$ cat src/hw/rtl/pcpc_pkg.sv
// Shared constants, codes and types of the photon cluster pixel classifier.
package pcpc_pkg;

  // Geometry limits
  localparam int MAX_WIDTH  = 512;
  localparam int MAX_HEIGHT = 512;

  // Field and counter widths
  localparam int VAL_W      = 20;                          // pixel value, signed Q16.4
  localparam int RMS_W      = 16;                          // pedestal rms, Q12.4
  localparam int SIGMA_W    = 8;                           // sigma, Q4.4
  localparam int DIM_W      = 10;                          // width and height registers
  localparam int COORD_W    = 9;                           // reported row and column
  localparam int CLASS_W    = 2;
  localparam int COL_W      = $clog2(MAX_WIDTH);           // column counter and line address
  localparam int ROW_W      = $clog2(MAX_HEIGHT + 3);      // row counter, runs past the frame
  localparam int PEND_W     = $clog2(MAX_WIDTH + 2);       // pixels waiting for a flush
  localparam int THR_W      = SIGMA_W + RMS_W;             // threshold, Q16.8
  localparam int CMP_W      = 30;                          // common width for Q.8 compares

  // Stream and configuration port widths
  localparam int IN_TDATA_W  = 40;
  localparam int OUT_TDATA_W = 24;
  localparam int CFG_ADDR_W  = 2;
  localparam int CFG_DATA_W  = DIM_W;

  // Decoupling queue
  localparam int QUEUE_DEPTH = 4;
  localparam int Q_PTR_W     = $clog2(QUEUE_DEPTH);

  // Register indexes
  localparam logic [CFG_ADDR_W-1:0] REG_SIGMA  = CFG_ADDR_W'(0);
  localparam logic [CFG_ADDR_W-1:0] REG_WIDTH  = CFG_ADDR_W'(1);
  localparam logic [CFG_ADDR_W-1:0] REG_HEIGHT = CFG_ADDR_W'(2);

  // Register reset values
  localparam logic [SIGMA_W-1:0] SIGMA_RESET = SIGMA_W'(80);
  localparam logic [DIM_W-1:0]   DIM_RESET   = DIM_W'(400);

  // Request kinds carried on tuser
  localparam logic REQ_PIXEL = 1'b0;
  localparam logic REQ_FLUSH = 1'b1;

  // Pixel classes
  typedef enum logic [CLASS_W-1:0] {
    CLS_PEDESTAL    = 2'd0,
    CLS_PHOTON      = 2'd1,
    CLS_CLUSTER_MAX = 2'd2,
    CLS_NEGATIVE    = 2'd3
  } pix_class_t;

  // One window step handed from the front to the back
  typedef struct packed {
    logic [VAL_W-1:0]   val;        // newest pixel of the fetched column
    logic [RMS_W-1:0]   rms;
    logic [COL_W-1:0]   col;        // column of the step, line buffer address
    logic               emit;       // a classified pixel comes out of this step
    logic [COORD_W-1:0] row_q;      // position of the classified pixel
    logic [COORD_W-1:0] col_q;
    logic               frame_end;
    logic               bnd_top;    // window rows and columns that fall outside the frame
    logic               bnd_bot;
    logic               bnd_left;
    logic               bnd_right;
  } step_tok_t;

endpackage

$ cat src/hw/rtl/pcpc_queue.sv
// Short FIFO of window steps between the front end and the back end.
module pcpc_queue (
  input  logic                clk,
  input  logic                rst_n,
  input  logic                push,
  input  pcpc_pkg::step_tok_t push_tok,
  output logic                full,
  input  logic                pop,
  output pcpc_pkg::step_tok_t head_tok,
  output logic                empty
);
  import pcpc_pkg::*;

  step_tok_t          slot_r [QUEUE_DEPTH];
  logic [Q_PTR_W-1:0] wr_ptr_r, wr_ptr_nxt;
  logic [Q_PTR_W-1:0] rd_ptr_r, rd_ptr_nxt;
  logic [Q_PTR_W:0]   count_r, count_nxt;
  logic               do_push, do_pop;

  assign full     = (count_r == (Q_PTR_W+1)'(QUEUE_DEPTH));
  assign empty    = (count_r == '0);
  assign head_tok = slot_r[rd_ptr_r];
  assign do_push  = push && !full;
  assign do_pop   = pop && !empty;

  // Advance pointers and occupancy
  always_comb begin
    wr_ptr_nxt = wr_ptr_r;
    rd_ptr_nxt = rd_ptr_r;
    count_nxt  = count_r;
    if (do_push) begin
      wr_ptr_nxt = (wr_ptr_r == Q_PTR_W'(QUEUE_DEPTH - 1)) ? '0 : wr_ptr_r + Q_PTR_W'(1);
    end
    if (do_pop) begin
      rd_ptr_nxt = (rd_ptr_r == Q_PTR_W'(QUEUE_DEPTH - 1)) ? '0 : rd_ptr_r + Q_PTR_W'(1);
    end
    if (do_push && !do_pop) begin
      count_nxt = count_r + (Q_PTR_W+1)'(1);
    end else if (do_pop && !do_push) begin
      count_nxt = count_r - (Q_PTR_W+1)'(1);
    end
  end

  always_ff @(posedge clk) begin
    if (!rst_n) begin
      wr_ptr_r <= '0;
      rd_ptr_r <= '0;
      count_r  <= '0;
    end else begin
      wr_ptr_r <= wr_ptr_nxt;
      rd_ptr_r <= rd_ptr_nxt;
      count_r  <= count_nxt;
    end
  end

  // Store the request
  always_ff @(posedge clk) begin
    if (do_push) begin
      slot_r[wr_ptr_r] <= push_tok;
    end
  end

endmodule

$ cat config.mk
export PLATFORM = sky130hd
export DESIGN_NAME = pcpc_queue
export DESIGN_NICKNAME = d
export VERILOG_FILES = /design/src/hw/rtl/pcpc_pkg.sv /design/src/hw/rtl/pcpc_queue.sv
export SDC_FILE = /design/constraint.sdc
export NUM_CORES = 1
export LEC_CHECK = 0
export BUFFER_PORTS_ARGS = -buffer_cell sky130_fd_sc_hd__buf_2
export CORE_MARGIN = 1.5
export CORE_UTILIZATION = 40
export CTS_CLUSTER_SIZE = 14
export DETAILED_ROUTE_END_ITERATION = 12
export GPL_TIMING_DRIVEN = 0
export HOLD_SLACK_MARGIN = 0.12
export REMOVE_ABC_BUFFERS = 1
export SYNTH_ARGS = -nofsm -noshare
export SYNTH_HDL_FRONTEND = slang
export SYNTH_SLANG_ARGS = --single-unit
export TNS_END_PERCENT = 30
$ cat constraint.sdc
create_clock -name clk -period 5.3 [get_ports clk]
set_input_delay 1.59 -clock clk [delete_from_list [all_inputs] [get_ports clk]]
set_output_delay 1.59 -clock clk [all_outputs]
set_load 0.02 [all_outputs]
==> results.txt <==
----------------------------------------------------
[Run status]
  Status ... finished, final reports clean

[Route]
  DRC ... 0
  Detailed-route vias per instance ... 5.03
  Via Count ... 4,675
  First DRT Iteration DRCs ... 370
  Total detailed-routing wirelength ... 18.5 mm
  TritonRoute pass-1 iters ... 4
  Routed wire per std cell ... 20.0 um
  Number of routed nets with antenna violations ... 0

[GRT]
  Antenna violations before repair ... 1
  Wire length of the first global-routing pass ... 28.6 mm
  Via count of the first global-routing pass ... 5,136
  Total track usage ... 0.141
  Grt total ovfl ... 0
  Largest net degree at the start of global routing ... 51

[Clock tree]
  Number of cells upsized or downsized after cts ... 0
  CTS Hold Buffers Added ... 0
  Source-to-sink clock delay at the later pin of the worst-skew pair ... 0.55 ns
  Clock Tree Root ... sky130_fd_sc_hd__clkbuf_16
  CTS clock-pin slew for the worst setup and hold paths ... 0.06 ns
  Longest Clk Path Bufs ... 3
  Number of sinks handled by clock tree synthesis ... 285
  Level count of the clock H-tree ... 1
  TritonCTS clock tree ... done
  Num CTS Buffers ... 29
  Post-CTS setup buffer count ... 0

[Power]
  Clock Power Share ... 0.307
  Total Power Consumption ... 6220 uW
  Leakage Power ... 0.00417 uW
  Power per Cell Area ... 496 nW/um2
  Combinational fraction of design power ... 0.228
  Reported net switching power ... 1740 uW
  Sequential group share of total power ... 0.465
  Share of total power consumed by net switching ... 0.280
  Internal cell power ... 4480 uW
  Worst VDD drop ... 0.304 mV

[Timing]
  Final setup skew ... 0.0209 ns
  Period Utilization, post-route ... 0.772
  Transition time at the pin with the least slew margin ... 0.748 ns
  RSZ-0062 raised after global routing ... false
  Number of max-slew violations in the final report ... 0
  Tightest slew margin relative to the limit ... 0.501
  Shortest period the worst path allows ... 4.09 ns
  Max frequency ... 244 MHz
  Setup-failing EPs final ... 0
  Final number of hold-violating endpoints ... 0

[Critical path]
  Critical Setup Path Class ... reg2out
  Kind of start point of the critical path ... register
  Reg2Reg Depth ... 8
  Data arrival, critical path ... 2.50 ns
  Capturing point of the worst reg2reg path ... count_r[2]$_SDFFE_PN0P_
  List of cells traversed by the critical path ... buf_16 -> mux4_2 -> buf_2
  Delay contributed by the slowest stage of the critical path ... 0.84 ns
  Launch point of the worst reg-to-reg path ... count_r[0]$_SDFFE_PN0P_
  Required @ worst endpoint ... 3.71 ns
  Max stage delay cell, worst path ... sky130_fd_sc_hd__dfxtp_4
  Largest fanout of any net on the critical path ... 36
  Worst reg-to-reg setup slack ... 2.68 ns
  Kind of end point of the critical path ... output port

[Yosys]
  Part of the Yosys area used for sequential elements ... 0.811
  Synth Instances ... 412
  Count of unique library cells instantiated by Yosys ... 25
  Average size of a mapped cell ... 25.3 um2
  Count of warnings emitted by yosys ... 0
  Flip-flop and latch count after synthesis ... 285
  Cell area after synthesis ... 10,400 um2

[Floorplan]
  Die Ht ... 165 um
  Horizontal die dimension ... 165 um
  Number of top-level design ports ... 144
  DIE AREA ... 27,100 um2
  Initial standard-cell utilization of the core ... 0.411
  Standard-cell row count ... 58
  Core Footprint ... 25,400 um2

[Final layout]
  Top library cells by usage in the layout, fill and taps aside ... sky130_fd_sc_hd__edfxtp_1 (276), sky130_fd_sc_hd__buf_2 (143), sky130_fd_sc_hd__mux4_2 (69), sky130_fd_sc_hd__clkbuf_16 (29), sky130_fd_sc_hd__clkinv_1 (9)
  Number of standard cells in the final layout excluding fillers ... 929
  Ratio of cells with drive above 1 in the final layout ... 0.442
  Number of fill cells ... 2,070
  Commonest non-fill, non-tap cell in the layout ... sky130_fd_sc_hd__edfxtp_1
  Area Overhead vs Synth ... 20.0%
  Number of nets in the layout ... 654

[Hold path]
  WHS Path Cells ... 2
  Type of the most critical hold path ... reg2reg
  Destination of the worst hold path ... wr_ptr_r[1]$_SDFFE_PN0P_
  Min-delay src ... wr_ptr_r[1]$_SDFFE_PN0P_

[Placed design]
  Hpwl dp ... 10.7 mm
  Number of port buffers ... 143
  Number of cells in the design after placement ... 873
  Final estimated routing congestion in global placement ... 0.650

[Job]
  Max-cap violation count ... 0

----------------------------------------------------
[worst max path at each step]
stage / endpoint / slack [ns] / cells after the start
floorplan: head_tok[0] / 0.06 / 1
global placement: head_tok[7] / -1.43 / 2
detailed placement: count_r[2]$_SDFFE_PN0P_ / 1.56 / 8
CTS: head_tok[49] / 1.08 / 3
global route: head_tok[61] / 1.00 / 3
finish: head_tok[61] / 1.21 / 3
[synth_stat cells]
library cell | instances | area [um2]
sky130_fd_sc_hd__a21boi_0 | 1 | 7.51
sky130_fd_sc_hd__and2_1 | 5 | 31.3
sky130_fd_sc_hd__buf_12 | 2 | 40.0
sky130_fd_sc_hd__buf_2 | 3 | 15.0
sky130_fd_sc_hd__buf_4 | 5 | 37.5
sky130_fd_sc_hd__buf_6 | 1 | 11.3
sky130_fd_sc_hd__clkbuf_1 | 7 | 26.3
sky130_fd_sc_hd__dfxtp_1 | 9 | 180
sky130_fd_sc_hd__edfxtp_1 | 276 | 8290
sky130_fd_sc_hd__fa_1 | 1 | 20.0
sky130_fd_sc_hd__ha_1 | 6 | 75.1
sky130_fd_sc_hd__inv_1 | 3 | 11.3
sky130_fd_sc_hd__mux2i_1 | 3 | 30.0
sky130_fd_sc_hd__mux4_2 | 69 | 1550
sky130_fd_sc_hd__nand2_1 | 6 | 22.5
sky130_fd_sc_hd__nand3_1 | 2 | 10.0
sky130_fd_sc_hd__nor2_1 | 2 | 7.51
sky130_fd_sc_hd__nor2b_1 | 2 | 12.5
sky130_fd_sc_hd__nor3_1 | 1 | 5.00
sky130_fd_sc_hd__nor3b_1 | 1 | 7.51
sky130_fd_sc_hd__o21ai_0 | 3 | 15.0
sky130_fd_sc_hd__o31ai_1 | 1 | 7.51
sky130_fd_sc_hd__or3_1 | 1 | 6.26
sky130_fd_sc_hd__xnor2_1 | 1 | 8.76
sky130_fd_sc_hd__xor2_1 | 1 | 8.76
[per-layer routing]
metal | vias to the layer above | track usage | part of all wire
li1 | 2093 | - | -
met1 | 2437 | 0.175 | 0.42
met2 | 107 | 0.244 | 0.50
met3 | 38 | 0.0354 | 0.057
met4 | 0 | 0.0401 | 0.026
met5 | - | 0 | 0
[flip-flops by register name, summed over array words and instances, names as in the netlist, named ones only]
name      flops
count_r       3
wr_ptr_r      2
slot_r      276
rd_ptr_r      2
[stage by stage]
step,worst slack (ns),hold WS (ns),instance area (um2),utilization,setup TNS (ns)
floorplan,0.0565,0.468,10300,-,0
global placement,-1.43,0.475,11400,0.450,-191.19
detailed placement,1.56,0.505,11600,0.457,0
CTS,1.08,0.513,12500,0.493,0
global route,1.00,0.551,12500,0.493,0
finish,1.21,0.513,12500,0.493,0
[final cells by class]
cell class / instances / area (um2) / area share
timing repair buffer: 149 / 881 / 0.0703
antenna: 2 / 5.00 / 0.000400
sequential: 285 / 8480 / 0.677
clock buffer: 34 / 744 / 0.0594
multi-input combinational: 106 / 1840 / 0.147
inverter: 3 / 11.3 / 0.000899
clock inverter: 20 / 158 / 0.0126
tap: 330 / 413 / 0.0330
[logic make-up after synthesis]
group                    synth area share
flip-flops                          0.811
multiplexers                        0.152
buffers and inverters              0.0135
AND/OR/NAND/NOR                   0.00983
adder cells (fa/ha/maj)           0.00911
AO/OA/AOI/OAI                     0.00288
XOR/XNOR                          0.00168
[power groups by stage]
| stage | clock network, uW | logic [uW] | registers [uW] |
|---|---|---|---|
| after global placement | 0 | 1370 | 3050 |
| final | 1910 | 1420 | 2890 |
| after floorplan | 0 | 928 | 2960 |
| after detailed placement | 0 | 1450 | 2950 |
| after CTS | 1970 | 1460 | 2900 |
| after global routing | 2040 | 1530 | 2920 |
[critical path, delay by kind of cell (launching register included)]
kind	cells	cell delay (ns)
flops	1	0.84
buf+inv	2	0.52
mux	1	0.56
No activity file was read; power rests on OpenSTA's default activity.
