==> config.mk <==
export PLATFORM = sky130hd
export DESIGN_NAME = pcpc_front
export DESIGN_NICKNAME = d
export VERILOG_FILES = /design/src/hw/rtl/pcpc_pkg.sv /design/src/hw/rtl/pcpc_front.sv
export SDC_FILE = /design/constraint.sdc
export NUM_CORES = 1
export LEC_CHECK = 0
export ABC_AREA = 1
export BUFFER_PORTS_ARGS = -buffer_cell sky130_fd_sc_hd__clkbuf_2
export CAP_MARGIN = 0
export CORE_AREA = 2 2 116 73
export DETAILED_ROUTE_END_ITERATION = 7
export DIE_AREA = 0 0 118 75
export GPL_TIMING_DRIVEN = 0
export PLACE_DENSITY_LB_ADDON = 0.25
export REMOVE_ABC_BUFFERS = 1
export SETUP_SLACK_MARGIN = 0.2
export SLEW_MARGIN = 20
export SYNTH_ARGS = -nofsm -noshare
export SYNTH_HDL_FRONTEND = slang
export SYNTH_SLANG_ARGS = --single-unit
==> constraint.sdc <==
create_clock -name clk -period 7.92 [get_ports clk]
set_clock_uncertainty 0.1 [all_clocks]
set_input_delay 0.396 -clock clk [delete_from_list [all_inputs] [get_ports clk]]
set_output_delay 0.396 -clock clk [all_outputs]
set_load 0.1 [all_outputs]
==> src/hw/rtl/pcpc_pkg.sv <==
// Shared constants, codes and types of the photon cluster pixel classifier.
package pcpc_pkg;

  // Geometry limits
  localparam int MAX_WIDTH  = 512;
  localparam int MAX_HEIGHT = 512;

  // Field and counter widths
  localparam int VAL_W      = 20;                          // pixel value, signed Q16.4
  localparam int RMS_W      = 16;                          // pedestal rms, Q12.4
  localparam int SIGMA_W    = 8;                           // sigma, Q4.4
  localparam int DIM_W      = 10;                          // width and height registers
  localparam int COORD_W    = 9;                           // reported row and column
  localparam int CLASS_W    = 2;
  localparam int COL_W      = $clog2(MAX_WIDTH);           // column counter and line address
  localparam int ROW_W      = $clog2(MAX_HEIGHT + 3);      // row counter, runs past the frame
  localparam int PEND_W     = $clog2(MAX_WIDTH + 2);       // pixels waiting for a flush
  localparam int THR_W      = SIGMA_W + RMS_W;             // threshold, Q16.8
  localparam int CMP_W      = 30;                          // common width for Q.8 compares

  // Stream and configuration port widths
  localparam int IN_TDATA_W  = 40;
  localparam int OUT_TDATA_W = 24;
  localparam int CFG_ADDR_W  = 2;
  localparam int CFG_DATA_W  = DIM_W;

  // Decoupling queue
  localparam int QUEUE_DEPTH = 4;
  localparam int Q_PTR_W     = $clog2(QUEUE_DEPTH);

  // Register indexes
  localparam logic [CFG_ADDR_W-1:0] REG_SIGMA  = CFG_ADDR_W'(0);
  localparam logic [CFG_ADDR_W-1:0] REG_WIDTH  = CFG_ADDR_W'(1);
  localparam logic [CFG_ADDR_W-1:0] REG_HEIGHT = CFG_ADDR_W'(2);

  // Register reset values
  localparam logic [SIGMA_W-1:0] SIGMA_RESET = SIGMA_W'(80);
  localparam logic [DIM_W-1:0]   DIM_RESET   = DIM_W'(400);

  // Request kinds carried on tuser
  localparam logic REQ_PIXEL = 1'b0;
  localparam logic REQ_FLUSH = 1'b1;

  // Pixel classes
  typedef enum logic [CLASS_W-1:0] {
    CLS_PEDESTAL    = 2'd0,
    CLS_PHOTON      = 2'd1,
    CLS_CLUSTER_MAX = 2'd2,
    CLS_NEGATIVE    = 2'd3
  } pix_class_t;

  // One window step handed from the front to the back
  typedef struct packed {
    logic [VAL_W-1:0]   val;        // newest pixel of the fetched column
    logic [RMS_W-1:0]   rms;
    logic [COL_W-1:0]   col;        // column of the step, line buffer address
    logic               emit;       // a classified pixel comes out of this step
    logic [COORD_W-1:0] row_q;      // position of the classified pixel
    logic [COORD_W-1:0] col_q;
    logic               frame_end;
    logic               bnd_top;    // window rows and columns that fall outside the frame
    logic               bnd_bot;
    logic               bnd_left;
    logic               bnd_right;
  } step_tok_t;

endpackage

==> src/hw/rtl/pcpc_front.sv <==
// Front end: accepts pixel and flush requests, tracks the frame position, issues window steps.
module pcpc_front (
  input  logic                          clk,
  input  logic                          rst_n,
  input  logic [pcpc_pkg::DIM_W-1:0]    frame_width,
  input  logic [pcpc_pkg::DIM_W-1:0]    frame_height,
  input  logic                          geom_wr,
  input  logic                          in_tvalid,
  output logic                          in_tready,
  input  logic [pcpc_pkg::IN_TDATA_W-1:0] in_tdata,  // [19:0] pixel_value, [35:20] pixel_rms
  input  logic                          in_tuser,  // [0] req_type
  input  logic                          q_full,
  output logic                          q_push,
  output pcpc_pkg::step_tok_t           q_tok
);
  import pcpc_pkg::*;

  logic [ROW_W-1:0]  row_r, row_nxt;
  logic [COL_W-1:0]  col_r, col_nxt;
  logic [PEND_W-1:0] pend_r, pend_nxt;
  logic              flushing_r, flushing_nxt;
  logic              extra_r, extra_nxt;

  logic [DIM_W-1:0]  w_c, h_c, col_p1;
  logic [ROW_W-1:0]  pos_row, next_row, qr, h_m1;
  logic [COL_W-1:0]  pos_col, next_col, qc;
  logic              accept, is_pix, vc0, col_wrap, is_last;

  // Clamp the geometry to the supported range
  always_comb begin
    w_c = frame_width;
    if (frame_width == '0) begin
      w_c = DIM_W'(1);
    end else if (frame_width > DIM_W'(MAX_WIDTH)) begin
      w_c = DIM_W'(MAX_WIDTH);
    end
    h_c = frame_height;
    if (frame_height == '0) begin
      h_c = DIM_W'(1);
    end else if (frame_height > DIM_W'(MAX_HEIGHT)) begin
      h_c = DIM_W'(MAX_HEIGHT);
    end
  end

  // Hold requests while the extra step of a one-row frame goes out
  assign in_tready = !q_full && !extra_r;
  assign accept    = in_tvalid && in_tready;
  assign is_pix    = (in_tuser == REQ_PIXEL);

  // Position of this step and of the pixel it completes
  always_comb begin
    pos_row = row_r;
    pos_col = col_r;
    if (!extra_r && is_pix && flushing_r) begin
      pos_row = '0;
      pos_col = '0;
    end
    col_p1   = DIM_W'(pos_col) + DIM_W'(1);
    col_wrap = (col_p1 >= w_c);
    next_col = col_wrap ? '0 : col_p1[COL_W-1:0];
    next_row = col_wrap ? pos_row + ROW_W'(1) : pos_row;
    vc0      = (pos_col == '0);
    h_m1     = ROW_W'(h_c) - ROW_W'(1);
    qr       = vc0 ? pos_row - ROW_W'(2) : pos_row - ROW_W'(1);
    qc       = vc0 ? COL_W'(w_c - DIM_W'(1)) : pos_col - COL_W'(1);
    is_last  = (pos_row == h_m1) && (col_p1 == w_c);
  end

  // Build the step request
  always_comb begin
    q_tok.val       = (is_pix && !extra_r) ? in_tdata[VAL_W-1:0] : '0;
    q_tok.rms       = (is_pix && !extra_r) ? in_tdata[VAL_W+RMS_W-1:VAL_W] : '0;
    q_tok.col       = pos_col;
    q_tok.emit      = (pos_row >= ROW_W'(2)) || ((pos_row == ROW_W'(1)) && !vc0);
    q_tok.row_q     = COORD_W'(qr);
    q_tok.col_q     = COORD_W'(qc);
    q_tok.frame_end = (qr == h_m1) && vc0;
    q_tok.bnd_top   = (qr == '0);
    q_tok.bnd_bot   = (qr == h_m1);
    q_tok.bnd_left  = (qc == '0);
    q_tok.bnd_right = vc0;
    if (extra_r) begin
      q_push = !q_full;
    end else begin
      q_push = accept && (is_pix || (pend_r != '0));
    end
  end

  // Advance the frame position
  always_comb begin
    row_nxt      = row_r;
    col_nxt      = col_r;
    pend_nxt     = pend_r;
    flushing_nxt = flushing_r;
    extra_nxt    = extra_r;
    if (geom_wr) begin
      row_nxt      = '0;
      col_nxt      = '0;
      pend_nxt     = '0;
      flushing_nxt = 1'b0;
      extra_nxt    = 1'b0;
    end else if (extra_r) begin
      if (!q_full) begin
        row_nxt   = next_row;
        col_nxt   = next_col;
        extra_nxt = 1'b0;
      end
    end else if (accept) begin
      if (is_pix) begin
        if (is_last) begin
          // Frame done: run on past the last row for the flushes
          row_nxt      = ROW_W'(h_c);
          col_nxt      = '0;
          flushing_nxt = 1'b1;
          pend_nxt     = (h_c == DIM_W'(1)) ? PEND_W'(w_c) : PEND_W'(w_c) + PEND_W'(1);
          extra_nxt    = (h_c == DIM_W'(1));
        end else begin
          row_nxt      = next_row;
          col_nxt      = next_col;
          flushing_nxt = 1'b0;
          pend_nxt     = '0;
        end
      end else if (pend_r != '0) begin
        row_nxt  = next_row;
        col_nxt  = next_col;
        pend_nxt = pend_r - PEND_W'(1);
      end
    end
  end

  always_ff @(posedge clk) begin
    if (!rst_n) begin
      row_r      <= '0;
      col_r      <= '0;
      pend_r     <= '0;
      flushing_r <= 1'b0;
      extra_r    <= 1'b0;
    end else begin
      row_r      <= row_nxt;
      col_r      <= col_nxt;
      pend_r     <= pend_nxt;
      flushing_r <= flushing_nxt;
      extra_r    <= extra_nxt;
    end
  end

endmodule

==> qor.yml, run 1 <==
hold_ws_ns: 0.377
crit_path_max_incr_delay_ns: 0.61
cts_sinks: 31
cts_made_buffers: 5
slew_viol_final: 0
ys_async_sr_fraction_pct: 0
cts-resized-gates: 0
cts_setup_buffers: 0
syn_area_per_cell_um2: 5.57
drt-pass1-iter-count: 5
final_hold_viol_count: 0
p_comb_share_pct: 52.2
hp-start: "col_r[2]"
final.min_clock_period_ns: 5.22
p_per_area_mw_per_mm2: 144
fmax_mhz: 192
crit_slowest_cell: "inv_1"
worst_r2r_endpoint: "row_r[1]"
grt_pass1_vias: 4774
fill_cells: 724
syn_to_final_growth_pct: 19.8
synth_cell_type_count: 40
ctsRootBufferMaster: "clkbuf_16"
start_util_pct: 56.1
outcome: "complete, no violations"
power.switching_uw: 387
fp.dieH_um: 75
num_rows: 25
synthCells: 779
syn_area_mm2: 0.00434
crit_chain: "clkbuf_2 > inv_2 > nand2_4 > nor2_4 > nor2_1 > inv_1 > ha_1 > nand2_1 > nor2_1 > nand2_1 > inv_1 > nand2_1 > nand2_1 > xor2_1 > nor2_1 > nand3_1 > nor2_1 > nand3_1 > nor3_1 > clkbuf_2"
fin_area_mm2: 0.00519
p_seq_share_pct: 21.6
cap_violations: 0
min_period_over_period_pct: 65.9
gp_congestion: 0.996
place_area_mm2: 0.00505
fin_nets: 992
synth_top_area_share_pct: 14.3
insertion_delay_ns: 0.29
fin_tns_setup_ns: 0
hold_end: "col_r[2]"
ys_seq_elements: 31
core_mm2: 0.00773
critPathKind: "in2out"
routed_wirelength_um: 14400
peakVddDrop_v: 0.0000658
tightest_slew_ns: 0.772
grt_pass1_wl_um: 22700
ctsHoldBuffers: 0
grt_util_all_layers_pct: 32.0
critPathRequiredTime_ns: 7.42
overflow: 0
dieArea_mm2: 0.00885
post_drt_wl_per_cell_um: 14.2
yosysTopAreaCell: "dfxtp_1"
cts_tree: "built"
r2r_slack_ns: 2.74
drc: 0
via_per_inst: 5.36
clkTransAtPathRegs_ns: 0.05
cp-start-kind: "primary input"
clock_path_buffers: 2
yosysWarnings: 0
rsz0062_at_grt: "no"
yosys-top-cells-area: "dfxtp_1 14%, nand2_1 14%, inv_1 13%"
grt_antenna_before_repair: 0
whs_path_depth: 2
total_power_uw: 748
grt_max_degree: 40
drtIter0Drc: 526
vias: 5410
reg2reg_depth: 23
final_common_cell: "nand2_1"
synth_ff_type: "dfxtp_1"
leakagePower_nw: 2.98
r2r_start: "extra_r"
crit_fanout: 39
ant_nets: 0
die_x_um: 118
hold_class: "reg2reg"
worstSetupEndpointType: "primary output"
layout_common_cells: "157 x nand2_1, 146 x inv_1, 138 x nor2_1"
clkPwrFrac_pct: 26.2
swShare_pct: 51.7
synth_edf_count: 0
cp.arrival_ns: 4.72
layout-drive-gt1-share_pct: 19.3
n_antenna_cell: 0
cts_max_level: 2
port_buffers: 132
max_slew_margin_pct: 48.3
setup_violations: 0
internal_power_uw: 361
top_level_ports: 137
seq_area_frac_synth_pct: 14.3
dp_hpwl_um: 11300
==> critical path: cells and delay by family <==
family	cells	cell delay, ns
buffers and inverters	5	1.58
xor gates and xnor gates	1	0.10
and+or+nand+nor	13	2.45
adders and majority gates	1	0.17
==> synthesized netlist by cell type, types with 3 or more instances <==
library cell  number
inv_2              6
nand2_2            3
dfxtp_1           31
o211ai_1           4
nor3_1            10
nor2_1           139
ha_1              25
o21ai_1            7
nor2_4             4
nand3_1           64
nand4_1            8
nand2_1          157
o21ai_0           29
clkbuf_1          10
inv_1            146
nand2_4            3
xor2_1            42
a21oi_1           48
xnor2_1            5
nor2_2             8
o41ai_1            3
buf_4              3
==> cell families after synthesis <==
group	count (synthesis)	synth area share, %
AOI/OAI and AO/OA	99	12.7
xor gates and xnor gates	47	9.49
adders and majority gates	25	7.22
buffers and inverters	171	15.5
DFF	31	14.3
muxes	1	0.260
and+or+nand+nor	405	40.5
==> how the worst max path moves through the flow <==
stage | startpoint | end | slack [ns]
6_report | in_tuser | q_tok[4] | 2.70
3_5_place_dp | in_tuser | row_r[4] | 2.71
5_1_grt | extra_r | row_r[4] | 2.30
4_1_cts | in_tuser | q_tok[4] | 2.80
2_1_floorplan | in_tuser | q_tok[1] | 0.30
3_3_place_gp | in_tuser | row_r[2] | 2.77
==> area by class of cell <==
cell class / instances / area [um2] / share of cell area, %
Multi-Input combinational cell: 577 / 3050 / 58.7
Inverter: 153 / 574 / 11.1
Timing Repair Buffer: 133 / 672 / 12.9
Sequential cell: 31 / 621 / 12.0
Tap cell: 108 / 135 / 2.60
Clock inverter: 1 / 5.00 / 0.0964
Clock buffer: 6 / 139 / 2.67
==> flip-flops by register name, summed over array words and instances, names as in the netlist <==
register    count
col_r           9
extra_r         1
flushing_r      1
pend_r         10
row_r          10
==> through the flow <==
step / instances / utilization (%) / setup WS (ns)
floorplan: 761 / - / 0.300
global placement: 1001 / 65.2 / 2.77
detailed placement: 1002 / 65.3 / 2.71
CTS: 1009 / 67.2 / 2.80
global route: 1009 / 67.2 / 2.30
finish: 1009 / 67.2 / 2.70
==> power by group through the flow <==
stage | logic (mW) | clock network [mW] | registers (mW)
floorplan | 0.310 | 0 | 0.165
global placement | 0.379 | 0 | 0.165
detailed placement | 0.385 | 0 | 0.165
CTS | 0.387 | 0.194 | 0.162
global route | 0.415 | 0.204 | 0.162
finish | 0.390 | 0.196 | 0.162
==> per-layer routing <==
| layer | up-vias | wire [um] | share of wire, % | GRT usage, % |
|---|---|---|---|---|
| li1 | 2656 | - | - | - |
| met1 | 2428 | 6220 | 43 | 42.1 |
| met2 | 301 | 6350 | 44 | 54.9 |
| met3 | 25 | 1580 | 11 | 6.82 |
| met4 | 0 | 201 | 1.4 | 7.50 |
| met5 | - | 0 | 0 | 0 |
Power figures use the tool's default switching activity.
==> run 2: changes to the inputs <==
Settings changed: CORE_AREA 2 2 116 73 to 2 2 120 76, DIE_AREA 0 0 118 75 to 0 0 122 78.
Clock period 7.92 ns to 4.85 ns, I/O delays scaled along.
==> run 2 against run 1 <==
Routed wire length fell by 6.7%. Design area up 3.4%. Via count fell by 3.1%. Utilization down 2.5 points. Hold slack worse by 0.11 ns. Final cell count up 1.8%. Sequential share of layout area decreased by 0.40 points. Clock-buffer cell count unchanged. Clock power up 89%. Critical endpoint is now extra_r. Highest routed layer unchanged.
==> qor.yml, run 2 (synthesized netlist as in run 1, its figures left out) <==
cp-start-kind: "flop"
via_per_inst: 5.11
start_util_pct: 52.3
critPathKind: "reg2reg"
layout-drive-gt1-share_pct: 21.2
drc: 0
setup_violations: 0
ctsHoldBuffers: 0
reg2reg_depth: 25
peakVddDrop_v: 0.000226
grt_util_all_layers_pct: 27.1
die_x_um: 122
fin_nets: 1004
worstSetupEndpointType: "flop"
final_common_cell: "nand2_1"
critPathRequiredTime_ns: 4.98
port_buffers: 132
rsz0062_at_grt: "no"
drtIter0Drc: 471
crit_fanout: 20
dieArea_mm2: 0.00952
insertion_delay_ns: 0.29
post_drt_wl_per_cell_um: 13.0
leakagePower_nw: 3.07
syn_to_final_growth_pct: 23.9
reg_top3: "pend_r (10), row_r (10), col_r (9)"
p_per_area_mw_per_mm2: 236
max_slew_margin_pct: 41.0
outcome: "complete, no violations"
core_mm2: 0.00830
hold_end: "extra_r"
ant_nets: 0
whs_path_depth: 4
cts_tree: "built"
gp_congestion: 0.939
top_level_ports: 137
finalNonFillerCells: 1027
ctsRootBufferMaster: "clkbuf_16"
cts_sinks: 31
layout_common_cells: "156 x nand2_1, 145 x inv_1, 135 x nor2_1"
routed_wirelength_um: 13400
cap_violations: 0
fmax_mhz: 232
grt_pass1_wl_um: 20500
min_period_over_period_pct: 89.0
hold_class: "in2reg"
tightest_slew_ns: 0.884
clkTransAtPathRegs_ns: 0.05
final.min_clock_period_ns: 4.31
fin_tns_setup_ns: 0
drt-pass1-iter-count: 5
grt_antenna_before_repair: 1
slew_viol_final: 0
clock_path_buffers: 2
grt_pass1_vias: 4202
r2r_start: "extra_r"
dp_hpwl_um: 10600
worst_r2r_endpoint: "extra_r"
fp.dieH_um: 78
num_rows: 26
grt_max_degree: 40
final_hold_viol_count: 0
cts_max_level: 2
dp_cells: 1005
overflow: 0
hp-start: "q_full"
cts_made_buffers: 5
cp.arrival_ns: 4.45
r2r_slack_ns: 0.54
vias: 5243
[run 2: layout make-up]
class                      instances  area (um2)
multi-input combinational        578        3090
sequential                        31         621
inverter                         153         578
antenna                            1        2.50
tap                              112         140
clock buffer                       6         139
fill                             815        2930
clock inverter                     2        35.0
timing repair buffer             144         763
[run 2: worst max-delay path, cell delays in order, from the launching register on]
cell,delay (ns)
dfxtp_1,0.35
inv_1,0.15
nand2_8,0.18
nor2_4,0.11
buf_4,0.15
nor2_2,0.17
inv_1,0.11
nor3_1,0.25
nand2_1,0.13
nor2_2,0.14
nand3_1,0.12
nor3b_1,0.28
ha_1,0.20
nand2_1,0.07
nor2_1,0.22
nand2_1,0.14
nor2_1,0.15
nand3_1,0.09
nor2_1,0.16
nand3_1,0.10
nor2_1,0.15
nand2_2,0.12
nor2_4,0.20
nand3_1,0.12
nor2_1,0.15
o21a_1,0.12
[run 2: metal layers]
metal / GRT usage (%) / vias up / part of all wire, %
met5: 0 / - / 0
met4: 4.94 / 0 / 0.71
met3: 4.71 / 7 / 9.0
met2: 40.6 / 194 / 42
met1: 40.5 / 2347 / 48
li1: - / 2695 / -
[run 2: worst max path at each step]
stage | depth (start not counted) | endpoint | start
3_3_place_gp | 26 | row_r[2] | in_tuser
2_1_floorplan | 19 | q_tok[1] | extra_r
5_1_grt | 19 | q_tok[1] | extra_r
6_report | 25 | extra_r | extra_r
4_1_cts | 23 | pend_r[8] | extra_r
3_5_place_dp | 26 | row_r[2] | in_tuser
[run 2: per-stage QoR]
step                setup WS (ns)  cell area (um2)  util [%]  hold WS [ns]  total power, mW
CTS                         0.313             5240      63.2         0.259             1.27
global placement           -0.199             5040      60.8         0.355            0.890
finish                      0.535             5370      64.7         0.262             1.27
global route                0.181             5370      64.7         0.309             1.33
detailed placement         -0.216             5040      60.8         0.360            0.892
floorplan                   -2.57             4240         -         0.333            0.774
[run 2: report_power, final]
part	leakage [nW]	switching, mW	internal [mW]
sequential	0.251	0.00362	0.261
combinational	2.73	0.502	0.130
clock	0.0869	0.116	0.255
[run 2: repair_timing]
item,in CTS,in global routing
resized for setup,4,6
setup endpoints to repair,28,25
setup buffers,1,11
cloned,0,1
hold endpoints to repair,0,0
pin swaps,0,3
